## src/design/bf_pkg.sv

```systemverilog
// Shared types, constants and initial tables for the Blowfish engine.
// Holds the pi-derived subkey and S-box contents, state codes and port structs.
// No dependencies.
package bf_pkg;

    localparam int ROUNDS            = 16;
    localparam int SUBKEYS           = ROUNDS + 2;
    localparam int SBOX_WORDS        = 1024;
    localparam int SBOX_AW           = 10;
    localparam int BANK_AW           = 8;
    localparam int BANKS             = 4;
    localparam int P_IW              = 5;
    localparam int RND_W             = 5;
    localparam int MAX_KEY_BYTES_DEF = 72;
    localparam int KEY_SCHED_BYTES   = SUBKEYS * 4;
    localparam int EXP_BLOCKS        = (SUBKEYS + SBOX_WORDS) / 2;
    localparam int EXP_W             = 10;
    localparam int PX_W              = 7;

    localparam logic [1:0] CFG_DECRYPT = 2'd0;
    localparam logic [1:0] CFG_CBC     = 2'd1;
    localparam logic [1:0] CFG_IV      = 2'd2;

    localparam logic FUNC_KEY  = 1'b0;
    localparam logic FUNC_DATA = 1'b1;
    localparam logic RK_DATA   = 1'b0;
    localparam logic RK_KEY    = 1'b1;

    typedef enum logic [3:0] {
        ST_IDLE,
        ST_KEY_LOAD,
        ST_INIT,
        ST_PXOR,
        ST_EXP_GO,
        ST_EXP_RUN,
        ST_EXP_WB0,
        ST_EXP_WB1,
        ST_KEY_FIN,
        ST_DATA_GO,
        ST_DATA_RUN,
        ST_DATA_FIN
    } bf_state_t;

    typedef struct packed {
        logic        start;
        logic        dec;
        logic [63:0] blk;
    } cipher_req_t;

    typedef struct packed {
        logic busy;
        logic done;
    } cipher_stat_t;

    typedef struct packed {
        logic               we;
        logic [SBOX_AW-1:0] addr;
        logic [31:0]        data;
    } sbox_wr_t;

    function automatic logic [31:0] round_f(input logic [31:0] a, input logic [31:0] b,
                                            input logic [31:0] c, input logic [31:0] d);
        return ((a + b) ^ c) + d;
    endfunction

    function automatic logic [31:0] p_init(input logic [P_IW-1:0] idx);
        logic [31:0] v;
        case (idx)
            5'd0:    v = 32'h243f6a88;
            5'd1:    v = 32'h85a308d3;
            5'd2:    v = 32'h13198a2e;
            5'd3:    v = 32'h03707344;
            5'd4:    v = 32'ha4093822;
            5'd5:    v = 32'h299f31d0;
            5'd6:    v = 32'h082efa98;
            5'd7:    v = 32'hec4e6c89;
            5'd8:    v = 32'h452821e6;
            5'd9:    v = 32'h38d01377;
            5'd10:   v = 32'hbe5466cf;
            5'd11:   v = 32'h34e90c6c;
            5'd12:   v = 32'hc0ac29b7;
            5'd13:   v = 32'hc97c50dd;
            5'd14:   v = 32'h3f84d5b5;
            5'd15:   v = 32'hb5470917;
            5'd16:   v = 32'h9216d5d9;
            5'd17:   v = 32'h8979fb1b;
            default: v = 32'h0;
        endcase
        return v;
    endfunction

    localparam logic [31:0] SBOX_INIT [SBOX_WORDS] = '{
        // S-box 0
        32'hd1310ba6, 32'h98dfb5ac, 32'h2ffd72db, 32'hd01adfb7,
        32'hb8e1afed, 32'h6a267e96, 32'hba7c9045, 32'hf12c7f99,
        32'h24a19947, 32'hb3916cf7, 32'h0801f2e2, 32'h858efc16,
        32'h636920d8, 32'h71574e69, 32'ha458fea3, 32'hf4933d7e,
        32'h0d95748f, 32'h728eb658, 32'h718bcd58, 32'h82154aee,
        32'h7b54a41d, 32'hc25a59b5, 32'h9c30d539, 32'h2af26013,
        32'hc5d1b023, 32'h286085f0, 32'hca417918, 32'hb8db38ef,
        32'h8e79dcb0, 32'h603a180e, 32'h6c9e0e8b, 32'hb01e8a3e,
        32'hd71577c1, 32'hbd314b27, 32'h78af2fda, 32'h55605c60,
        32'he65525f3, 32'haa55ab94, 32'h57489862, 32'h63e81440,
        32'h55ca396a, 32'h2aab10b6, 32'hb4cc5c34, 32'h1141e8ce,
        32'ha15486af, 32'h7c72e993, 32'hb3ee1411, 32'h636fbc2a,
        32'h2ba9c55d, 32'h741831f6, 32'hce5c3e16, 32'h9b87931e,
        32'hafd6ba33, 32'h6c24cf5c, 32'h7a325381, 32'h28958677,
        32'h3b8f4898, 32'h6b4bb9af, 32'hc4bfe81b, 32'h66282193,
        32'h61d809cc, 32'hfb21a991, 32'h487cac60, 32'h5dec8032,
        32'hef845d5d, 32'he98575b1, 32'hdc262302, 32'heb651b88,
        32'h23893e81, 32'hd396acc5, 32'h0f6d6ff3, 32'h83f44239,
        32'h2e0b4482, 32'ha4842004, 32'h69c8f04a, 32'h9e1f9b5e,
        32'h21c66842, 32'hf6e96c9a, 32'h670c9c61, 32'habd388f0,
        32'h6a51a0d2, 32'hd8542f68, 32'h960fa728, 32'hab5133a3,
        32'h6eef0b6c, 32'h137a3be4, 32'hba3bf050, 32'h7efb2a98,
        32'ha1f1651d, 32'h39af0176, 32'h66ca593e, 32'h82430e88,
        32'h8cee8619, 32'h456f9fb4, 32'h7d84a5c3, 32'h3b8b5ebe,
        32'he06f75d8, 32'h85c12073, 32'h401a449f, 32'h56c16aa6,
        32'h4ed3aa62, 32'h363f7706, 32'h1bfedf72, 32'h429b023d,
        32'h37d0d724, 32'hd00a1248, 32'hdb0fead3, 32'h49f1c09b,
        32'h075372c9, 32'h80991b7b, 32'h25d479d8, 32'hf6e8def7,
        32'he3fe501a, 32'hb6794c3b, 32'h976ce0bd, 32'h04c006ba,
        32'hc1a94fb6, 32'h409f60c4, 32'h5e5c9ec2, 32'h196a2463,
        32'h68fb6faf, 32'h3e6c53b5, 32'h1339b2eb, 32'h3b52ec6f,
        32'h6dfc511f, 32'h9b30952c, 32'hcc814544, 32'haf5ebd09,
        32'hbee3d004, 32'hde334afd, 32'h660f2807, 32'h192e4bb3,
        32'hc0cba857, 32'h45c8740f, 32'hd20b5f39, 32'hb9d3fbdb,
        32'h5579c0bd, 32'h1a60320a, 32'hd6a100c6, 32'h402c7279,
        32'h679f25fe, 32'hfb1fa3cc, 32'h8ea5e9f8, 32'hdb3222f8,
        32'h3c7516df, 32'hfd616b15, 32'h2f501ec8, 32'had0552ab,
        32'h323db5fa, 32'hfd238760, 32'h53317b48, 32'h3e00df82,
        32'h9e5c57bb, 32'hca6f8ca0, 32'h1a87562e, 32'hdf1769db,
        32'hd542a8f6, 32'h287effc3, 32'hac6732c6, 32'h8c4f5573,
        32'h695b27b0, 32'hbbca58c8, 32'he1ffa35d, 32'hb8f011a0,
        32'h10fa3d98, 32'hfd2183b8, 32'h4afcb56c, 32'h2dd1d35b,
        32'h9a53e479, 32'hb6f84565, 32'hd28e49bc, 32'h4bfb9790,
        32'he1ddf2da, 32'ha4cb7e33, 32'h62fb1341, 32'hcee4c6e8,
        32'hef20cada, 32'h36774c01, 32'hd07e9efe, 32'h2bf11fb4,
        32'h95dbda4d, 32'hae909198, 32'heaad8e71, 32'h6b93d5a0,
        32'hd08ed1d0, 32'hafc725e0, 32'h8e3c5b2f, 32'h8e7594b7,
        32'h8ff6e2fb, 32'hf2122b64, 32'h8888b812, 32'h900df01c,
        32'h4fad5ea0, 32'h688fc31c, 32'hd1cff191, 32'hb3a8c1ad,
        32'h2f2f2218, 32'hbe0e1777, 32'hea752dfe, 32'h8b021fa1,
        32'he5a0cc0f, 32'hb56f74e8, 32'h18acf3d6, 32'hce89e299,
        32'hb4a84fe0, 32'hfd13e0b7, 32'h7cc43b81, 32'hd2ada8d9,
        32'h165fa266, 32'h80957705, 32'h93cc7314, 32'h211a1477,
        32'he6ad2065, 32'h77b5fa86, 32'hc75442f5, 32'hfb9d35cf,
        32'hebcdaf0c, 32'h7b3e89a0, 32'hd6411bd3, 32'hae1e7e49,
        32'h00250e2d, 32'h2071b35e, 32'h226800bb, 32'h57b8e0af,
        32'h2464369b, 32'hf009b91e, 32'h5563911d, 32'h59dfa6aa,
        32'h78c14389, 32'hd95a537f, 32'h207d5ba2, 32'h02e5b9c5,
        32'h83260376, 32'h6295cfa9, 32'h11c81968, 32'h4e734a41,
        32'hb3472dca, 32'h7b14a94a, 32'h1b510052, 32'h9a532915,
        32'hd60f573f, 32'hbc9bc6e4, 32'h2b60a476, 32'h81e67400,
        32'h08ba6fb5, 32'h571be91f, 32'hf296ec6b, 32'h2a0dd915,
        32'hb6636521, 32'he7b9f9b6, 32'hff34052e, 32'hc5855664,
        32'h53b02d5d, 32'ha99f8fa1, 32'h08ba4799, 32'h6e85076a,
        // S-box 1
        32'h4b7a70e9, 32'hb5b32944, 32'hdb75092e, 32'hc4192623,
        32'had6ea6b0, 32'h49a7df7d, 32'h9cee60b8, 32'h8fedb266,
        32'hecaa8c71, 32'h699a17ff, 32'h5664526c, 32'hc2b19ee1,
        32'h193602a5, 32'h75094c29, 32'ha0591340, 32'he4183a3e,
        32'h3f54989a, 32'h5b429d65, 32'h6b8fe4d6, 32'h99f73fd6,
        32'ha1d29c07, 32'hefe830f5, 32'h4d2d38e6, 32'hf0255dc1,
        32'h4cdd2086, 32'h8470eb26, 32'h6382e9c6, 32'h021ecc5e,
        32'h09686b3f, 32'h3ebaefc9, 32'h3c971814, 32'h6b6a70a1,
        32'h687f3584, 32'h52a0e286, 32'hb79c5305, 32'haa500737,
        32'h3e07841c, 32'h7fdeae5c, 32'h8e7d44ec, 32'h5716f2b8,
        32'hb03ada37, 32'hf0500c0d, 32'hf01c1f04, 32'h0200b3ff,
        32'hae0cf51a, 32'h3cb574b2, 32'h25837a58, 32'hdc0921bd,
        32'hd19113f9, 32'h7ca92ff6, 32'h94324773, 32'h22f54701,
        32'h3ae5e581, 32'h37c2dadc, 32'hc8b57634, 32'h9af3dda7,
        32'ha9446146, 32'h0fd0030e, 32'hecc8c73e, 32'ha4751e41,
        32'he238cd99, 32'h3bea0e2f, 32'h3280bba1, 32'h183eb331,
        32'h4e548b38, 32'h4f6db908, 32'h6f420d03, 32'hf60a04bf,
        32'h2cb81290, 32'h24977c79, 32'h5679b072, 32'hbcaf89af,
        32'hde9a771f, 32'hd9930810, 32'hb38bae12, 32'hdccf3f2e,
        32'h5512721f, 32'h2e6b7124, 32'h501adde6, 32'h9f84cd87,
        32'h7a584718, 32'h7408da17, 32'hbc9f9abc, 32'he94b7d8c,
        32'hec7aec3a, 32'hdb851dfa, 32'h63094366, 32'hc464c3d2,
        32'hef1c1847, 32'h3215d908, 32'hdd433b37, 32'h24c2ba16,
        32'h12a14d43, 32'h2a65c451, 32'h50940002, 32'h133ae4dd,
        32'h71dff89e, 32'h10314e55, 32'h81ac77d6, 32'h5f11199b,
        32'h043556f1, 32'hd7a3c76b, 32'h3c11183b, 32'h5924a509,
        32'hf28fe6ed, 32'h97f1fbfa, 32'h9ebabf2c, 32'h1e153c6e,
        32'h86e34570, 32'heae96fb1, 32'h860e5e0a, 32'h5a3e2ab3,
        32'h771fe71c, 32'h4e3d06fa, 32'h2965dcb9, 32'h99e71d0f,
        32'h803e89d6, 32'h5266c825, 32'h2e4cc978, 32'h9c10b36a,
        32'hc6150eba, 32'h94e2ea78, 32'ha5fc3c53, 32'h1e0a2df4,
        32'hf2f74ea7, 32'h361d2b3d, 32'h1939260f, 32'h19c27960,
        32'h5223a708, 32'hf71312b6, 32'hebadfe6e, 32'heac31f66,
        32'he3bc4595, 32'ha67bc883, 32'hb17f37d1, 32'h018cff28,
        32'hc332ddef, 32'hbe6c5aa5, 32'h65582185, 32'h68ab9802,
        32'heecea50f, 32'hdb2f953b, 32'h2aef7dad, 32'h5b6e2f84,
        32'h1521b628, 32'h29076170, 32'hecdd4775, 32'h619f1510,
        32'h13cca830, 32'heb61bd96, 32'h0334fe1e, 32'haa0363cf,
        32'hb5735c90, 32'h4c70a239, 32'hd59e9e0b, 32'hcbaade14,
        32'heecc86bc, 32'h60622ca7, 32'h9cab5cab, 32'hb2f3846e,
        32'h648b1eaf, 32'h19bdf0ca, 32'ha02369b9, 32'h655abb50,
        32'h40685a32, 32'h3c2ab4b3, 32'h319ee9d5, 32'hc021b8f7,
        32'h9b540b19, 32'h875fa099, 32'h95f7997e, 32'h623d7da8,
        32'hf837889a, 32'h97e32d77, 32'h11ed935f, 32'h16681281,
        32'h0e358829, 32'hc7e61fd6, 32'h96dedfa1, 32'h7858ba99,
        32'h57f584a5, 32'h1b227263, 32'h9b83c3ff, 32'h1ac24696,
        32'hcdb30aeb, 32'h532e3054, 32'h8fd948e4, 32'h6dbc3128,
        32'h58ebf2ef, 32'h34c6ffea, 32'hfe28ed61, 32'hee7c3c73,
        32'h5d4a14d9, 32'he864b7e3, 32'h42105d14, 32'h203e13e0,
        32'h45eee2b6, 32'ha3aaabea, 32'hdb6c4f15, 32'hfacb4fd0,
        32'hc742f442, 32'hef6abbb5, 32'h654f3b1d, 32'h41cd2105,
        32'hd81e799e, 32'h86854dc7, 32'he44b476a, 32'h3d816250,
        32'hcf62a1f2, 32'h5b8d2646, 32'hfc8883a0, 32'hc1c7b6a3,
        32'h7f1524c3, 32'h69cb7492, 32'h47848a0b, 32'h5692b285,
        32'h095bbf00, 32'had19489d, 32'h1462b174, 32'h23820e00,
        32'h58428d2a, 32'h0c55f5ea, 32'h1dadf43e, 32'h233f7061,
        32'h3372f092, 32'h8d937e41, 32'hd65fecf1, 32'h6c223bdb,
        32'h7cde3759, 32'hcbee7460, 32'h4085f2a7, 32'hce77326e,
        32'ha6078084, 32'h19f8509e, 32'he8efd855, 32'h61d99735,
        32'ha969a7aa, 32'hc50c06c2, 32'h5a04abfc, 32'h800bcadc,
        32'h9e447a2e, 32'hc3453484, 32'hfdd56705, 32'h0e1e9ec9,
        32'hdb73dbd3, 32'h105588cd, 32'h675fda79, 32'he3674340,
        32'hc5c43465, 32'h713e38d8, 32'h3d28f89e, 32'hf16dff20,
        32'h153e21e7, 32'h8fb03d4a, 32'he6e39f2b, 32'hdb83adf7,
        // S-box 2
        32'he93d5a68, 32'h948140f7, 32'hf64c261c, 32'h94692934,
        32'h411520f7, 32'h7602d4f7, 32'hbcf46b2e, 32'hd4a20068,
        32'hd4082471, 32'h3320f46a, 32'h43b7d4b7, 32'h500061af,
        32'h1e39f62e, 32'h97244546, 32'h14214f74, 32'hbf8b8840,
        32'h4d95fc1d, 32'h96b591af, 32'h70f4ddd3, 32'h66a02f45,
        32'hbfbc09ec, 32'h03bd9785, 32'h7fac6dd0, 32'h31cb8504,
        32'h96eb27b3, 32'h55fd3941, 32'hda2547e6, 32'habca0a9a,
        32'h28507825, 32'h530429f4, 32'h0a2c86da, 32'he9b66dfb,
        32'h68dc1462, 32'hd7486900, 32'h680ec0a4, 32'h27a18dee,
        32'h4f3ffea2, 32'he887ad8c, 32'hb58ce006, 32'h7af4d6b6,
        32'haace1e7c, 32'hd3375fec, 32'hce78a399, 32'h406b2a42,
        32'h20fe9e35, 32'hd9f385b9, 32'hee39d7ab, 32'h3b124e8b,
        32'h1dc9faf7, 32'h4b6d1856, 32'h26a36631, 32'heae397b2,
        32'h3a6efa74, 32'hdd5b4332, 32'h6841e7f7, 32'hca7820fb,
        32'hfb0af54e, 32'hd8feb397, 32'h454056ac, 32'hba489527,
        32'h55533a3a, 32'h20838d87, 32'hfe6ba9b7, 32'hd096954b,
        32'h55a867bc, 32'ha1159a58, 32'hcca92963, 32'h99e1db33,
        32'ha62a4a56, 32'h3f3125f9, 32'h5ef47e1c, 32'h9029317c,
        32'hfdf8e802, 32'h04272f70, 32'h80bb155c, 32'h05282ce3,
        32'h95c11548, 32'he4c66d22, 32'h48c1133f, 32'hc70f86dc,
        32'h07f9c9ee, 32'h41041f0f, 32'h404779a4, 32'h5d886e17,
        32'h325f51eb, 32'hd59bc0d1, 32'hf2bcc18f, 32'h41113564,
        32'h257b7834, 32'h602a9c60, 32'hdff8e8a3, 32'h1f636c1b,
        32'h0e12b4c2, 32'h02e1329e, 32'haf664fd1, 32'hcad18115,
        32'h6b2395e0, 32'h333e92e1, 32'h3b240b62, 32'heebeb922,
        32'h85b2a20e, 32'he6ba0d99, 32'hde720c8c, 32'h2da2f728,
        32'hd0127845, 32'h95b794fd, 32'h647d0862, 32'he7ccf5f0,
        32'h5449a36f, 32'h877d48fa, 32'hc39dfd27, 32'hf33e8d1e,
        32'h0a476341, 32'h992eff74, 32'h3a6f6eab, 32'hf4f8fd37,
        32'ha812dc60, 32'ha1ebddf8, 32'h991be14c, 32'hdb6e6b0d,
        32'hc67b5510, 32'h6d672c37, 32'h2765d43b, 32'hdcd0e804,
        32'hf1290dc7, 32'hcc00ffa3, 32'hb5390f92, 32'h690fed0b,
        32'h667b9ffb, 32'hcedb7d9c, 32'ha091cf0b, 32'hd9155ea3,
        32'hbb132f88, 32'h515bad24, 32'h7b9479bf, 32'h763bd6eb,
        32'h37392eb3, 32'hcc115979, 32'h8026e297, 32'hf42e312d,
        32'h6842ada7, 32'hc66a2b3b, 32'h12754ccc, 32'h782ef11c,
        32'h6a124237, 32'hb79251e7, 32'h06a1bbe6, 32'h4bfb6350,
        32'h1a6b1018, 32'h11caedfa, 32'h3d25bdd8, 32'he2e1c3c9,
        32'h44421659, 32'h0a121386, 32'hd90cec6e, 32'hd5abea2a,
        32'h64af674e, 32'hda86a85f, 32'hbebfe988, 32'h64e4c3fe,
        32'h9dbc8057, 32'hf0f7c086, 32'h60787bf8, 32'h6003604d,
        32'hd1fd8346, 32'hf6381fb0, 32'h7745ae04, 32'hd736fccc,
        32'h83426b33, 32'hf01eab71, 32'hb0804187, 32'h3c005e5f,
        32'h77a057be, 32'hbde8ae24, 32'h55464299, 32'hbf582e61,
        32'h4e58f48f, 32'hf2ddfda2, 32'hf474ef38, 32'h8789bdc2,
        32'h5366f9c3, 32'hc8b38e74, 32'hb475f255, 32'h46fcd9b9,
        32'h7aeb2661, 32'h8b1ddf84, 32'h846a0e79, 32'h915f95e2,
        32'h466e598e, 32'h20b45770, 32'h8cd55591, 32'hc902de4c,
        32'hb90bace1, 32'hbb8205d0, 32'h11a86248, 32'h7574a99e,
        32'hb77f19b6, 32'he0a9dc09, 32'h662d09a1, 32'hc4324633,
        32'he85a1f02, 32'h09f0be8c, 32'h4a99a025, 32'h1d6efe10,
        32'h1ab93d1d, 32'h0ba5a4df, 32'ha186f20f, 32'h2868f169,
        32'hdcb7da83, 32'h573906fe, 32'ha1e2ce9b, 32'h4fcd7f52,
        32'h50115e01, 32'ha70683fa, 32'ha002b5c4, 32'h0de6d027,
        32'h9af88c27, 32'h773f8641, 32'hc3604c06, 32'h61a806b5,
        32'hf0177a28, 32'hc0f586e0, 32'h006058aa, 32'h30dc7d62,
        32'h11e69ed7, 32'h2338ea63, 32'h53c2dd94, 32'hc2c21634,
        32'hbbcbee56, 32'h90bcb6de, 32'hebfc7da1, 32'hce591d76,
        32'h6f05e409, 32'h4b7c0188, 32'h39720a3d, 32'h7c927c24,
        32'h86e3725f, 32'h724d9db9, 32'h1ac15bb4, 32'hd39eb8fc,
        32'hed545578, 32'h08fca5b5, 32'hd83d7cd3, 32'h4dad0fc4,
        32'h1e50ef5e, 32'hb161e6f8, 32'ha28514d9, 32'h6c51133c,
        32'h6fd5c7e7, 32'h56e14ec4, 32'h362abfce, 32'hddc6c837,
        32'hd79a3234, 32'h92638212, 32'h670efa8e, 32'h406000e0,
        // S-box 3
        32'h3a39ce37, 32'hd3faf5cf, 32'habc27737, 32'h5ac52d1b,
        32'h5cb0679e, 32'h4fa33742, 32'hd3822740, 32'h99bc9bbe,
        32'hd5118e9d, 32'hbf0f7315, 32'hd62d1c7e, 32'hc700c47b,
        32'hb78c1b6b, 32'h21a19045, 32'hb26eb1be, 32'h6a366eb4,
        32'h5748ab2f, 32'hbc946e79, 32'hc6a376d2, 32'h6549c2c8,
        32'h530ff8ee, 32'h468dde7d, 32'hd5730a1d, 32'h4cd04dc6,
        32'h2939bbdb, 32'ha9ba4650, 32'hac9526e8, 32'hbe5ee304,
        32'ha1fad5f0, 32'h6a2d519a, 32'h63ef8ce2, 32'h9a86ee22,
        32'hc089c2b8, 32'h43242ef6, 32'ha51e03aa, 32'h9cf2d0a4,
        32'h83c061ba, 32'h9be96a4d, 32'h8fe51550, 32'hba645bd6,
        32'h2826a2f9, 32'ha73a3ae1, 32'h4ba99586, 32'hef5562e9,
        32'hc72fefd3, 32'hf752f7da, 32'h3f046f69, 32'h77fa0a59,
        32'h80e4a915, 32'h87b08601, 32'h9b09e6ad, 32'h3b3ee593,
        32'he990fd5a, 32'h9e34d797, 32'h2cf0b7d9, 32'h022b8b51,
        32'h96d5ac3a, 32'h017da67d, 32'hd1cf3ed6, 32'h7c7d2d28,
        32'h1f9f25cf, 32'hadf2b89b, 32'h5ad6b472, 32'h5a88f54c,
        32'he029ac71, 32'he019a5e6, 32'h47b0acfd, 32'hed93fa9b,
        32'he8d3c48d, 32'h283b57cc, 32'hf8d56629, 32'h79132e28,
        32'h785f0191, 32'hed756055, 32'hf7960e44, 32'he3d35e8c,
        32'h15056dd4, 32'h88f46dba, 32'h03a16125, 32'h0564f0bd,
        32'hc3eb9e15, 32'h3c9057a2, 32'h97271aec, 32'ha93a072a,
        32'h1b3f6d9b, 32'h1e6321f5, 32'hf59c66fb, 32'h26dcf319,
        32'h7533d928, 32'hb155fdf5, 32'h03563482, 32'h8aba3cbb,
        32'h28517711, 32'hc20ad9f8, 32'habcc5167, 32'hccad925f,
        32'h4de81751, 32'h3830dc8e, 32'h379d5862, 32'h9320f991,
        32'hea7a90c2, 32'hfb3e7bce, 32'h5121ce64, 32'h774fbe32,
        32'ha8b6e37e, 32'hc3293d46, 32'h48de5369, 32'h6413e680,
        32'ha2ae0810, 32'hdd6db224, 32'h69852dfd, 32'h09072166,
        32'hb39a460a, 32'h6445c0dd, 32'h586cdecf, 32'h1c20c8ae,
        32'h5bbef7dd, 32'h1b588d40, 32'hccd2017f, 32'h6bb4e3bb,
        32'hdda26a7e, 32'h3a59ff45, 32'h3e350a44, 32'hbcb4cdd5,
        32'h72eacea8, 32'hfa6484bb, 32'h8d6612ae, 32'hbf3c6f47,
        32'hd29be463, 32'h542f5d9e, 32'haec2771b, 32'hf64e6370,
        32'h740e0d8d, 32'he75b1357, 32'hf8721671, 32'haf537d5d,
        32'h4040cb08, 32'h4eb4e2cc, 32'h34d2466a, 32'h0115af84,
        32'he1b00428, 32'h95983a1d, 32'h06b89fb4, 32'hce6ea048,
        32'h6f3f3b82, 32'h3520ab82, 32'h011a1d4b, 32'h277227f8,
        32'h611560b1, 32'he7933fdc, 32'hbb3a792b, 32'h344525bd,
        32'ha08839e1, 32'h51ce794b, 32'h2f32c9b7, 32'ha01fbac9,
        32'he01cc87e, 32'hbcc7d1f6, 32'hcf0111c3, 32'ha1e8aac7,
        32'h1a908749, 32'hd44fbd9a, 32'hd0dadecb, 32'hd50ada38,
        32'h0339c32a, 32'hc6913667, 32'h8df9317c, 32'he0b12b4f,
        32'hf79e59b7, 32'h43f5bb3a, 32'hf2d519ff, 32'h27d9459c,
        32'hbf97222c, 32'h15e6fc2a, 32'h0f91fc71, 32'h9b941525,
        32'hfae59361, 32'hceb69ceb, 32'hc2a86459, 32'h12baa8d1,
        32'hb6c1075e, 32'he3056a0c, 32'h10d25065, 32'hcb03a442,
        32'he0ec6e0e, 32'h1698db3b, 32'h4c98a0be, 32'h3278e964,
        32'h9f1f9532, 32'he0d392df, 32'hd3a0342b, 32'h8971f21e,
        32'h1b0a7441, 32'h4ba3348c, 32'hc5be7120, 32'hc37632d8,
        32'hdf359f8d, 32'h9b992f2e, 32'he60b6f47, 32'h0fe3f11d,
        32'he54cda54, 32'h1edad891, 32'hce6279cf, 32'hcd3e7e6f,
        32'h1618b166, 32'hfd2c1d05, 32'h848fd2c5, 32'hf6fb2299,
        32'hf523f357, 32'ha6327623, 32'h93a83531, 32'h56cccd02,
        32'hacf08162, 32'h5a75ebb5, 32'h6e163697, 32'h88d273cc,
        32'hde966292, 32'h81b949d0, 32'h4c50901b, 32'h71c65614,
        32'he6c6c7bd, 32'h327a140a, 32'h45e1d006, 32'hc3f27b9a,
        32'hc9aa53fd, 32'h62a80f00, 32'hbb25bfe2, 32'h35bdd2f6,
        32'h71126905, 32'hb2040222, 32'hb6cbcf7c, 32'hcd769c2b,
        32'h53113ec0, 32'h1640e3d3, 32'h38abbd60, 32'h2547adf0,
        32'hba38209c, 32'hf746ce76, 32'h77afa1c5, 32'h20756060,
        32'h85cbfe4e, 32'h8ae88dd8, 32'h7aaaf9b0, 32'h4cf9aa7e,
        32'h1948c25c, 32'h02fb8a8c, 32'h01c36ae4, 32'hd6ebe1f9,
        32'h90d4f869, 32'ha65cdea0, 32'h3f09252d, 32'hc208e69f,
        32'hb74e6132, 32'hce77e25b, 32'h578fdfe3, 32'h3ac372e6
    };

endpackage

```

## src/design/bf_cipher.sv

```systemverilog
// Round sequencer: one Feistel round per cycle against the S-box banks.
// Reads subkeys through an index port; depends on bf_pkg.
module bf_cipher (
    input  logic                 clk,
    input  logic                 rst_n,
    input  bf_pkg::cipher_req_t  req,
    input  logic [31:0]          p_word,
    input  logic [31:0]          s_data [4],
    output logic [4:0]           p_idx,
    output logic [7:0]           s_addr [4],
    output bf_pkg::cipher_stat_t stat,
    output logic [63:0]          blk_out
);
    import bf_pkg::*;

    localparam logic [RND_W-1:0] LAST_RND = RND_W'(ROUNDS - 1);
    localparam logic [RND_W-1:0] FIN_RND  = RND_W'(ROUNDS);
    localparam logic [P_IW-1:0]  TOP_IDX  = P_IW'(SUBKEYS - 1);

    logic             busy_reg, busy_next;
    logic             done_reg, done_next;
    logic [RND_W-1:0] rnd_reg, rnd_next;
    logic             dec_reg;
    logic [31:0]      l_reg, l_next;
    logic [31:0]      r_reg, r_next;
    logic [31:0]      f_val, new_l, new_r, lx;
    logic [RND_W-1:0] rnd_up;

    function automatic logic [P_IW-1:0] sub_idx(input logic [RND_W-1:0] r, input logic d);
        return d ? (TOP_IDX - P_IW'(r)) : P_IW'(r);
    endfunction

    assign f_val  = round_f(s_data[0], s_data[1], s_data[2], s_data[3]);
    assign new_l  = r_reg ^ f_val;
    assign new_r  = l_reg;
    assign rnd_up = rnd_reg + RND_W'(1);

    always_comb
    begin
        p_idx     = sub_idx(rnd_up, dec_reg);
        lx        = new_l ^ p_word;
        busy_next = busy_reg;
        done_next = 1'b0;
        rnd_next  = rnd_reg;
        l_next    = l_reg;
        r_next    = r_reg;
        if (req.start)
        begin
            p_idx     = sub_idx('0, req.dec);
            lx        = req.blk[63:32] ^ p_word;
            busy_next = 1'b1;
            rnd_next  = '0;
            l_next    = lx;
            r_next    = req.blk[31:0];
        end
        else if (busy_reg)
        begin
            if (rnd_reg < LAST_RND)
            begin
                l_next   = lx;
                r_next   = new_r;
                rnd_next = rnd_up;
            end
            else if (rnd_reg == LAST_RND)
            begin
                // undo the last swap, whiten the right half
                p_idx    = dec_reg ? P_IW'(1) : P_IW'(ROUNDS);
                l_next   = new_r;
                r_next   = new_l ^ p_word;
                rnd_next = FIN_RND;
            end
            else
            begin
                p_idx     = dec_reg ? P_IW'(0) : P_IW'(ROUNDS + 1);
                l_next    = l_reg ^ p_word;
                busy_next = 1'b0;
                done_next = 1'b1;
            end
        end
    end

    for (genvar g = 0; g < BANKS; g++)
    begin : g_addr
        assign s_addr[g] = lx[31 - 8*g -: 8];
    end

    always_ff @(posedge clk or negedge rst_n)
    begin
        if (!rst_n)
        begin
            busy_reg <= 1'b0;
            done_reg <= 1'b0;
            rnd_reg  <= '0;
        end
        else
        begin
            busy_reg <= busy_next;
            done_reg <= done_next;
            rnd_reg  <= rnd_next;
        end
    end

    always_ff @(posedge clk)
    begin
        l_reg <= l_next;
        r_reg <= r_next;
        if (req.start)
        begin
            dec_reg <= req.dec;
        end
    end

    assign stat.busy = busy_reg;
    assign stat.done = done_reg;
    assign blk_out   = {l_reg, r_reg};

endmodule

```

## config.mk

```make
export PLATFORM = sky130hd
export DESIGN_NAME = bf_cipher
export DESIGN_NICKNAME = d
export VERILOG_FILES = /design/src/design/bf_pkg.sv /design/src/design/bf_cipher.sv
export SDC_FILE = /design/constraint.sdc
export NUM_CORES = 1
export LEC_CHECK = 0
export ABC_CLOCK_PERIOD_IN_PS = 10000
export BUFFER_PORTS_ARGS = -buffer_cell sky130_fd_sc_hd__buf_2
export CORE_ASPECT_RATIO = 1.5
export CORE_MARGIN = 1
export CORE_UTILIZATION = 40
export DETAILED_ROUTE_END_ITERATION = 8
export PLACE_DENSITY = 0.78
export SLEW_MARGIN = 20
export SYNTH_ARGS = -nofsm -noshare
export SYNTH_HDL_FRONTEND = slang
export SYNTH_SLANG_ARGS = --single-unit
```

## constraint.sdc

```tcl
create_clock -name clk -period 10 [get_ports clk]
set_clock_uncertainty 0.2 [all_clocks]
set_input_delay 1 -clock clk [delete_from_list [all_inputs] [get_ports clk]]
set_output_delay 1 -clock clk [all_outputs]
set_load 0.005 [all_outputs]
```

==> parameters.txt, run 1 <==
Parameter                              Value

Status
  Status    finished, final reports clean

Routing
  Routed wire length    29600 um
  Number of nets with antenna violations after detailed routing    0
  DRT Pass-1 Iters    5
  Detailed-route wire length per cell    17.9 um
  Count of routing violations after the opening detailed-route iteration    724
  Vias after detailed routing    9119
  Detail-routed via count per cell    5.51
  Remaining design rule violation count    0

Synth
  Combined area of all synthesized cells    0.00868 mm^2
  Cell taking the most area after synthesis    sky130_fd_sc_hd__edfxtp_1
  Synthesized flop and latch total    72
  Yosys Warn Count    0
  Synthesized net count    1367
  Synth top area share    22.5%
  Synthesized instance count    1070
  Asr flop ratio synth    9.72%
  Primary FF master, synth    sky130_fd_sc_hd__edfxtp_1
  Number of unique standard cell types used by synthesis    64
  Top cell types by occurrence after synthesis    sky130_fd_sc_hd__xnor2_1, sky130_fd_sc_hd__nand2_1, sky130_fd_sc_hd__o21ai_0, sky130_fd_sc_hd__a21oi_1, sky130_fd_sc_hd__xor2_1
  Leading cell types by total area after synthesis    sky130_fd_sc_hd__edfxtp_1, sky130_fd_sc_hd__xnor2_1, sky130_fd_sc_hd__ha_1
  Sequential share of the synthesized area    24.5%
  Post-synth EDFFs    65
  Top-count cell post-synth    sky130_fd_sc_hd__xnor2_1
  Mean instance size in the synthesized netlist    8.11 um^2

Clocking
  Cts repair resizes    0
  H-tree depth    3
  Number of buffers inserted for hold repair after clock tree synthesis    0
  TritonCTS clock tree    done
  Clock buffer depth    2
  Setup bufs post-CTS    0
  Clock buffer count from CTS    9
  Clock transition at path regs    0.06 ns
  Later-pin clock latency in the skew report    0.34 ns
  Clock Tree Root    sky130_fd_sc_hd__clkbuf_16
  Num Clock Sinks    72

Placement
  Final weighted congestion in routability-driven placement    0.970
  Placed Cells    1634
  Placed Instance Area    0.0106 mm^2
  HPWL reported at the end of detailed placement    23800 um
  Number of buffers added on ports    330

Setup path
  Category of the worst setup path launch point    primary input
  Critical-path maximum fanout    6
  Endpoint required time on the critical path    8.80 ns
  Endpoint type of the worst setup path    output port
  FF-to-FF path depth    8
  Critical Setup Path Class    in -> out
  Data arrival, critical path    5.74 ns

Timing
  Setup Total Neg Slack    0 ns
  Slew Limit Fails    0
  Unrepaired setup endpoints after global routing    false
  Worst hold-check slack    0.294 ns
  Slew margin rel.    27.1%
  Timing-limited maximum frequency    144 MHz
  Fin crit share    69.4%
  Final count of negative-setup-slack endpoints    0
  Tmin final    6.94 ns
  Slew at the pin closest to its max-slew limit    1.09 ns
  Hold violation count in the final report    0

Cells and area
  P&R area growth vs syn    25.2%
  Final Instance Count excl. Fillers    1655
  Net count reported at finish    1674
  Area of all placed cells without fillers    0.0109 mm^2
  Ratio of cells with drive above 1 in the final layout    26.6%

Die
  Die X    122 um
  Chip Height    182 um
  Top Ports    331
  Area of the die    0.0223 mm^2
  Initial core utilization    41.1%
  Placeable Area    0.0211 mm^2
  Number of standard-cell rows in the floorplan    65

Global routing
  Global-route wire length before repair    45300 um
  Remaining Overflow, GRT    0
  Number of antenna violations at the first check in global routing    5
  Maximum number of pins on one net before global-route repair    72
  Overall routing resource usage    26.2%
  Vias in the first global route    8771

Pwr
  Power, Total    2.76 mW
  Leakage dissipation    4.99 nW
  IR Drop Worst-Case VDD    0.101 mV
  Power density relative to cell area    254 mW/mm^2

Hold path
  Path class of the lowest-slack min-delay path    in -> async

Run
  Max Cap Viol    0
## report_power, final
group | switching [mW] | internal (mW) | leakage (nW) | total (mW)
Combinational | 0.992 | 0.773 | 4.07 | 1.76
Sequential | 0.129 | 0.531 | 0.783 | 0.660
Clock | 0.143 | 0.193 | 0.139 | 0.336
Total | 1.26 | 1.50 | 4.99 | 2.76
## worst paths after layout
check / slack [ns] / end / start
max: 3.06 / s_addr[28] / s_data[74]
min: 0.29 / rnd_reg[4]$_DFFE_PN0P_ / rst_n
max reg2reg: 6.64 / rnd_reg[2]$_DFFE_PN0P_ / rnd_reg[0]$_DFFE_PN0P_
min reg2reg: 0.38 / rnd_reg[1]$_DFFE_PN0P_ / rnd_reg[1]$_DFFE_PN0P_
max in group asynchronous: 9.12 / rnd_reg[0]$_DFFE_PN0P_ / rst_n
min in group clk: 0.38 / rnd_reg[1]$_DFFE_PN0P_ / rnd_reg[1]$_DFFE_PN0P_
## per-stage QoR
| stage | utilization [%] | setup slack [ns] |
|---|---|---|
| final | 51.4 | 3.06 |
| after global routing | 51.4 | 2.79 |
| after CTS | 51.4 | 3.20 |
| after detailed placement | 50.0 | 3.22 |
| after global placement | 50.0 | 3.25 |
| after floorplan | - | 4.28 |
## routing by layer
metal	vias to the layer above	part of all wire (%)	GRT usage, %
li1	4423	-	-
met1	4240	41	32.2
met2	389	50	45.5
met3	67	5.5	2.84
met4	0	3.5	11.4
met5	-	0	0
## critical path: stages
cell	delay [ns]
sky130_fd_sc_hd__buf_2	0.10
sky130_fd_sc_hd__ha_1	0.38
sky130_fd_sc_hd__and3_1	0.27
sky130_fd_sc_hd__and3_1	0.25
sky130_fd_sc_hd__o2111ai_1	0.23
sky130_fd_sc_hd__and3b_1	0.28
sky130_fd_sc_hd__o21ai_0	0.33
sky130_fd_sc_hd__a21o_1	0.17
sky130_fd_sc_hd__a21oi_1	0.07
sky130_fd_sc_hd__xnor2_1	0.17
sky130_fd_sc_hd__ha_1	0.37
sky130_fd_sc_hd__nand2_1	0.11
sky130_fd_sc_hd__nor2_1	0.24
sky130_fd_sc_hd__nand3_1	0.13
sky130_fd_sc_hd__o21ai_0	0.38
sky130_fd_sc_hd__nor3_1	0.13
sky130_fd_sc_hd__o31ai_2	0.39
sky130_fd_sc_hd__mux2i_1	0.28
sky130_fd_sc_hd__nand2_1	0.11
sky130_fd_sc_hd__o21ai_0	0.21
sky130_fd_sc_hd__buf_2	0.15
## area by class of cell
cell class	count	area, um^2
antenna	5	12.5
clock buffer	9	225
clock inverter	7	71.3
fill	2060	10300
inverter	30	113
multi-input combinational	930	6300
sequential	72	2130
tap	268	335
timing repair buffer	334	1680
## cell families (layout without fill, tap and decap cells)
kind of cell	count (synthesis)	in the layout	share of synthesized area, %
AOI/OAI and AO/OA	316	316	21.6
xor gates and xnor gates	223	223	22.7
adders and majority gates	69	69	10.1
buffers and inverters	68	380	3.08
DFF	72	72	24.5
muxes	22	22	2.55
other	0	5	0
and+or+nand+nor	300	300	15.4
## placed cells by master (no fill, tap or decap), drive strengths merged, types with 5 or more instances in the layout
master  instances
buf           334
xnor2         147
nand2         139
o21ai         121
a21oi         102
xor2           75
ha             67
nor2           67
edfxtp         65
inv            30
a21o           27
mux2i          21
a211oi         20
nand3          18
nor3           18
and3           15
nand2b         11
clkbuf          9
and2            7
dfrtp           7
o21bai          6
nand4           6
o211ai          6
diode           5
a31oi           5
Note: power is estimated with default switching activity, not from simulation.
==> inputs of run 2 (changes only) <==
ABC_CLOCK_PERIOD_IN_PS = 6600   (was 10000)
clock period = 6.6 ns   (was 10 ns; I/O delays follow)
==> parameters.txt, run 2 (same netlist as run 1, synthesis figures left out) <==
Parameter                              Value

Global routing
  Maximum number of pins on one net before global-route repair    70 (-2.8%)
  Overall routing resource usage    25.8% (-0.45 points)
  Number of antenna violations at the first check in global routing    2 (-3)
  Remaining Overflow, GRT    0 (unchanged)
  Global-route wire length before repair    44600 um (-1.7%)
  Vias in the first global route    8735 (-0.41%)

Clocking
  Clock transition at path regs    0.06 ns (about the same)
  H-tree depth    3 (unchanged)
  TritonCTS clock tree    done
  Clock Tree Root    sky130_fd_sc_hd__clkbuf_16
  Cts repair resizes    0 (unchanged)
  Num Clock Sinks    72 (unchanged)
  Setup bufs post-CTS    0 (unchanged)
  Clock buffer count from CTS    9 (unchanged)
  Clock buffer depth    2 (unchanged)
  Later-pin clock latency in the skew report    0.35 ns (about the same)

Placement
  Final weighted congestion in routability-driven placement    0.955 (-1.5%)
  Post-placement setup slack    0.485 ns (-2.74 ns)
  HPWL reported at the end of detailed placement    23600 um (-1.1%)
  Number of buffers added on ports    330 (unchanged)

Die
  Initial core utilization    41.1% (unchanged)
  Top Ports    331 (unchanged)
  Number of standard-cell rows in the floorplan    65 (unchanged)
  Area of the die    0.0223 mm^2 (unchanged)
  Placeable Area    0.0211 mm^2 (unchanged)
  Die X    122 um (unchanged)
  Chip Height    182 um (unchanged)

Pwr
  NetSw    1.92 mW (+52%)
  Power, Total    4.18 mW (+51%)
  Part of the total power dissipated in sequential elements    23.9% (about the same)
  Clk network pwr share    11.9% (-0.3 points)
  Internal power consumption    2.26 mW (+51%)
  IR Drop Worst-Case VDD    0.152 mV (+51%)
  Leakage dissipation    4.99 nW (+0.12%)
  Power density relative to cell area    384 mW/mm^2 (+51%)
  Share of power burned in combinational logic    64.2% (+0.3 points)
  Net switching fraction of the power    46.0% (+0.25 points)

Timing
  Slew margin rel.    30.9% (+3.8 points)
  Hold violation count in the final report    0 (unchanged)
  Setup Total Neg Slack    0 ns (unchanged)
  Least setup slack across all paths after layout    0.365 ns (-2.69 ns)
  Unrepaired setup endpoints after global routing    false
  Slew at the pin closest to its max-slew limit    1.03 ns (-0.0575 ns)
  Final count of negative-setup-slack endpoints    0 (unchanged)
  Fin crit share    94.5%
  Slew Limit Fails    0 (unchanged)
  Tmin final    6.24 ns
  Timing-limited maximum frequency    160 MHz

Setup path
  Internal reg-to-reg setup slack    3.27 ns (-3.37 ns)
  Critical-path maximum fanout    6 (unchanged)
  Endpoint required time on the critical path    5.74 ns (-3.06 ns)
  Data arrival, critical path    5.38 ns (-0.36 ns)
  Endpoint type of the worst setup path    output port
  Category of the worst setup path launch point    primary input
  Critical Setup Path Class    in -> out

Status
  Status    finished, final reports clean

Routing
  Routed wire length    29600 um (-0.22%)
  Remaining design rule violation count    0 (unchanged)
  Detail-routed via count per cell    5.52 (+0.12%)
  Detailed-route wire length per cell    17.9 um (about the same)
  Vias after detailed routing    9119 (unchanged)
  Number of nets with antenna violations after detailed routing    0 (unchanged)
  Count of routing violations after the opening detailed-route iteration    729 (+0.69%)
  DRT Pass-1 Iters    6 (+1)

Cells and area
  Most common library cell in the layout ignoring fill and taps    sky130_fd_sc_hd__buf_2
  Fill cell instance count of the final layout    2034 (-1.3%)
  Most used cells in the layout excluding fill and tap cells    sky130_fd_sc_hd__buf_2, sky130_fd_sc_hd__xnor2_1, sky130_fd_sc_hd__nand2_1, sky130_fd_sc_hd__o21ai_0, sky130_fd_sc_hd__a21oi_1
  Register Area    0.00213 mm^2 (unchanged)
  Net count reported at finish    1675 (+0.060%)
  P&R area growth vs syn    25.2% (about the same)
  Ratio of cells with drive above 1 in the final layout    26.6% (about the same)
  Area of the multi-input gates    0.00630 mm^2 (unchanged)

Hold path
  Path class of the lowest-slack min-delay path    in -> reg

Run
  Max Cap Viol    0 (unchanged)
==> run 2: layout make-up <==
cell class	instances	area share, %
Sequential cell	72	19.6
Clock buffer	11	2.34
Timing Repair Buffer	335	15.6
Inverter	30	1.04
Tap cell	268	3.08
Clock inverter	5	0.357
Multi-Input combinational cell	930	58.0
Antenna cell	2	0.0460
==> run 2: worst max-delay path, stage by stage <==
cell	delay, ns
sky130_fd_sc_hd__buf_2	0.10
sky130_fd_sc_hd__ha_1	0.37
sky130_fd_sc_hd__and3_1	0.27
sky130_fd_sc_hd__and3_1	0.23
sky130_fd_sc_hd__o2111ai_1	0.22
sky130_fd_sc_hd__and3b_1	0.29
sky130_fd_sc_hd__o21ai_0	0.34
sky130_fd_sc_hd__a21o_1	0.18
sky130_fd_sc_hd__a21oi_1	0.08
sky130_fd_sc_hd__xnor2_1	0.16
sky130_fd_sc_hd__ha_1	0.37
sky130_fd_sc_hd__nand2_1	0.11
sky130_fd_sc_hd__nor2_1	0.24
sky130_fd_sc_hd__nand3_1	0.14
sky130_fd_sc_hd__o21ai_0	0.37
sky130_fd_sc_hd__nor3_1	0.12
sky130_fd_sc_hd__o31ai_2	0.35
sky130_fd_sc_hd__mux2i_1	0.28
sky130_fd_sc_hd__nand2_1	0.12
sky130_fd_sc_hd__o21ai_0	0.22
sky130_fd_sc_hd__buf_2	0.16
==> run 2: power by group through the flow <==
stage / clock network [mW] / logic [mW] / registers, mW
after floorplan: 0 / 1.74 / 0.990
after global placement: 0 / 2.60 / 0.994
after detailed placement: 0 / 2.65 / 1.00
after CTS: 0.504 / 2.67 / 0.997
after global routing: 0.515 / 2.95 / 1.02
final: 0.498 / 2.68 / 0.999
==> run 2: timing repair <==
item / 4_1_cts / 5_1_grt
hold buffers: 1 / 0
setup endpoints to repair: 0 / 0
hold endpoints to repair: 7 / 0
==> run 2: final timing paths <==
kind                                             start                endpoint  cells past startpoint
worst min register to register  rnd_reg[1]$_DFFE_PN0P_  rnd_reg[1]$_DFFE_PN0P_                      2
worst max-delay path                       s_data[107]              s_addr[28]                     21
max in group asynchronous                        rst_n  rnd_reg[1]$_DFFE_PN0P_                      2
min in group asynchronous                        rst_n      done_reg$_DFF_PN0_                      2
worst min-delay path                           req[64]       dec_reg$_DFFE_PP_                      1
worst max register to register  rnd_reg[0]$_DFFE_PN0P_  rnd_reg[2]$_DFFE_PN0P_                      8
==> run 2: through the flow <==
stage / instance area, um^2 / hold WS, ns / utilization (%) / instances
floorplan: 8680 / 0.164 / - / 1070
global placement: 10600 / 0.305 / 50.0 / 1634
detailed placement: 10600 / 0.304 / 50.0 / 1634
CTS: 10900 / 0.306 / 51.4 / 1651
global route: 10900 / 0.314 / 51.4 / 1653
finish: 10900 / 0.317 / 51.4 / 1653
==> run 2: metal layers <==
metal / up-vias / share of wire [%] / global-route usage (%)
met1: 4200 / 41 / 31.8
met2: 409 / 49 / 44.0
met5: - / 0 / 0
met4: 0 / 4.2 / 12.3
met3: 82 / 5.5 / 2.84
li1: 4428 / - / -
==> inputs of run 3 (changes only) <==
SETUP_SLACK_MARGIN = 0.4   (was unset)
==> parameters.txt, run 3 (same netlist as run 1, synthesis figures left out) <==
Parameter                              Value

Pwr
  Net switching fraction of the power    46.0% (about the same)
  Part of the total power dissipated in sequential elements    23.9% (about the same)
  Clk network pwr share    11.9% (about the same)
  IR Drop Worst-Case VDD    0.152 mV (-0.10%)
  Internal power consumption    2.26 mW (about the same)
  Share of power burned in combinational logic    64.1% (about the same)
  Leakage dissipation    5.00 nW (about the same)
  Power density relative to cell area    384 mW/mm^2 (about the same)
  NetSw    1.92 mW (+0.16%)

Setup path
  Critical Setup Path Class    in -> out
  R2R Path End    rnd_reg[2]$_DFFE_PN0P_
  Category of the worst setup path launch point    primary input
  End point of the critical path    s_addr[31]
  Endpoint type of the worst setup path    output port
  Startpoint of the worst-slack reg-to-reg timing path    rnd_reg[0]$_DFFE_PN0P_
  Data arrival, critical path    5.12 ns (-0.26 ns)
  Launching instance or port of the critical path    s_data[107]
  Endpoint required time on the critical path    5.74 ns (about the same)
  Internal reg-to-reg setup slack    3.26 ns (about the same)
  FF-to-FF path depth    8 (unchanged)
  Critical-path maximum fanout    6 (unchanged)

Cells and area
  Area of the multi-input gates    0.00632 mm^2 (+0.28%)
  P&R area growth vs syn    25.4%
  Net count reported at finish    1675 (unchanged)
  Area of all placed cells without fillers    0.0109 mm^2 (+0.16%)
  Most common library cell in the layout ignoring fill and taps    sky130_fd_sc_hd__buf_2
  Ratio of cells with drive above 1 in the final layout    26.9% (+0.29 points)
  Register Area    0.00213 mm^2 (unchanged)
  Fill cell instance count of the final layout    2032 (-0.098%)
  Most used cells in the layout excluding fill and tap cells    sky130_fd_sc_hd__buf_2, sky130_fd_sc_hd__xnor2_1, sky130_fd_sc_hd__nand2_1, sky130_fd_sc_hd__o21ai_0, sky130_fd_sc_hd__a21oi_1

Timing
  Hold violation count in the final report    0 (unchanged)
  Tmin final    5.98 ns (-0.252 ns)
  Unrepaired setup endpoints after global routing    false
  Slew at the pin closest to its max-slew limit    1.05 ns (+0.0198 ns)
  Slew Limit Fails    0 (unchanged)
  Setup Total Neg Slack    0 ns (unchanged)
  Fin crit share    90.7% (-3.8 points)
  Final count of negative-setup-slack endpoints    0 (unchanged)
  Least setup slack across all paths after layout    0.616 ns (+0.252 ns)
  Slew margin rel.    29.6% (-1.3 points)
  Timing-limited maximum frequency    167 MHz (+4.2%)

Die
  Area of the die    0.0223 mm^2 (unchanged)
  Number of standard-cell rows in the floorplan    65 (unchanged)
  Placeable Area    0.0211 mm^2 (unchanged)
  Initial core utilization    41.1% (unchanged)
  Top Ports    331 (unchanged)
  Chip Height    182 um (unchanged)
  Die X    122 um (unchanged)

Clocking
  Clock buffer count from CTS    9 (unchanged)
  Num Clock Sinks    72 (unchanged)
  Clock transition at path regs    0.06 ns (about the same)
  Clock Tree Root    sky130_fd_sc_hd__clkbuf_16
  TritonCTS clock tree    done
  Later-pin clock latency in the skew report    0.35 ns (about the same)
  Clock buffer depth    2 (unchanged)
  Setup bufs post-CTS    0 (unchanged)
  H-tree depth    3 (unchanged)

Routing
  Detail-routed via count per cell    5.50 (-0.23%)
  Detailed-route wire length per cell    17.9 um (-0.16%)
  Routed wire length    29500 um (-0.16%)
  Vias after detailed routing    9098 (-0.23%)
  Remaining design rule violation count    0 (unchanged)
  Number of nets with antenna violations after detailed routing    0 (unchanged)
  DRT Pass-1 Iters    5 (-1)
  Count of routing violations after the opening detailed-route iteration    638 (-12%)

Global routing
  Number of antenna violations at the first check in global routing    2 (unchanged)
  Overall routing resource usage    25.8% (unchanged)
  Maximum number of pins on one net before global-route repair    70 (unchanged)
  Vias in the first global route    8735 (unchanged)
  Remaining Overflow, GRT    0 (unchanged)
  Global-route wire length before repair    44600 um (unchanged)

Hold path
  Path class of the lowest-slack min-delay path    in -> reg

Placement
  Post-placement setup slack    0.485 ns (unchanged)
  Placed Instance Area    0.0106 mm^2 (unchanged)
  Number of buffers added on ports    330 (unchanged)
  Final weighted congestion in routability-driven placement    0.955 (unchanged)
  HPWL reported at the end of detailed placement    23600 um (unchanged)

Status
  Status    finished, final reports clean

Run
  Max Cap Viol    0 (unchanged)
==> run 3: cell counts in the layout (fill, tap and decap cells not counted) <==
No cell type changed its count.
==> run 3: critical path, stage by stage <==
cell	delay [ns]
sky130_fd_sc_hd__buf_2	0.10
sky130_fd_sc_hd__ha_1	0.37
sky130_fd_sc_hd__and3_1	0.27
sky130_fd_sc_hd__and3_1	0.25
sky130_fd_sc_hd__o2111ai_2	0.19
sky130_fd_sc_hd__and3b_1	0.28
sky130_fd_sc_hd__and2_1	0.18
sky130_fd_sc_hd__o21ai_1	0.28
sky130_fd_sc_hd__a21o_1	0.17
sky130_fd_sc_hd__a21oi_1	0.09
sky130_fd_sc_hd__xnor2_1	0.15
sky130_fd_sc_hd__ha_1	0.34
sky130_fd_sc_hd__and2_1	0.23
sky130_fd_sc_hd__o2111ai_1	0.13
sky130_fd_sc_hd__nor3_1	0.26
sky130_fd_sc_hd__a221oi_2	0.13
sky130_fd_sc_hd__a21oi_1	0.23
sky130_fd_sc_hd__xnor3_1	0.48
sky130_fd_sc_hd__a21bo_1	0.20
sky130_fd_sc_hd__buf_2	0.12
==> run 3: per-stage QoR <==
stage                     total power, mW  utilization [%]  hold slack, ns  std cells
after global placement               3.60             50.0           0.305       1634
after global routing                 4.49             51.5           0.314       1653
after floorplan                      2.73                -           0.164       1070
after detailed placement             3.65             50.0           0.304       1634
final                                4.18             51.5           0.318       1653
after CTS                            4.17             51.4           0.306       1651
==> run 3: area by class of cell <==
class | count | share of cell area (%)
Clock buffer | 11 | 2.33
Sequential cell | 72 | 19.5
Antenna cell | 2 | 0.0460
Clock inverter | 5 | 0.356
Tap cell | 268 | 3.08
Multi-Input combinational cell | 930 | 58.1
Inverter | 30 | 1.03
Timing Repair Buffer | 335 | 15.6
==> run 3: worst min path at each step <==
stage	start	endpoint	slack, ns	cells past startpoint
floorplan	rst_n	busy_reg$_DFF_PN0_	0.16	0
global placement	rst_n	done_reg$_DFF_PN0_	0.31	1
detailed placement	rst_n	done_reg$_DFF_PN0_	0.30	1
finish	req[64]	dec_reg$_DFFE_PP_	0.32	1
global route	req[64]	dec_reg$_DFFE_PP_	0.31	1
CTS	req[64]	dec_reg$_DFFE_PP_	0.31	1
==> run 3: what timing repair did <==
item | CTS | global route
endpoints found under the hold margin | 7 | 0
resized for setup | 0 | 7
setup endpoints to repair | 0 | 3
hold buffers | 1 | 0
==> run 3: power by group through the flow <==
stage,Combinational (mW),Clock [mW],Sequential [mW]
finish,2.68,0.498,1.00
global route,2.95,0.515,1.02
CTS,2.67,0.504,0.997
detailed placement,2.65,0,1.00
global placement,2.60,0,0.994
floorplan,1.74,0,0.990
==> run 3: per-layer routing <==
metal  routed length, um  GRT usage, %
met1               12100          31.8
met2               14500          44.0
met3                1670          2.84
met4                1200          12.3
met5                   0             0
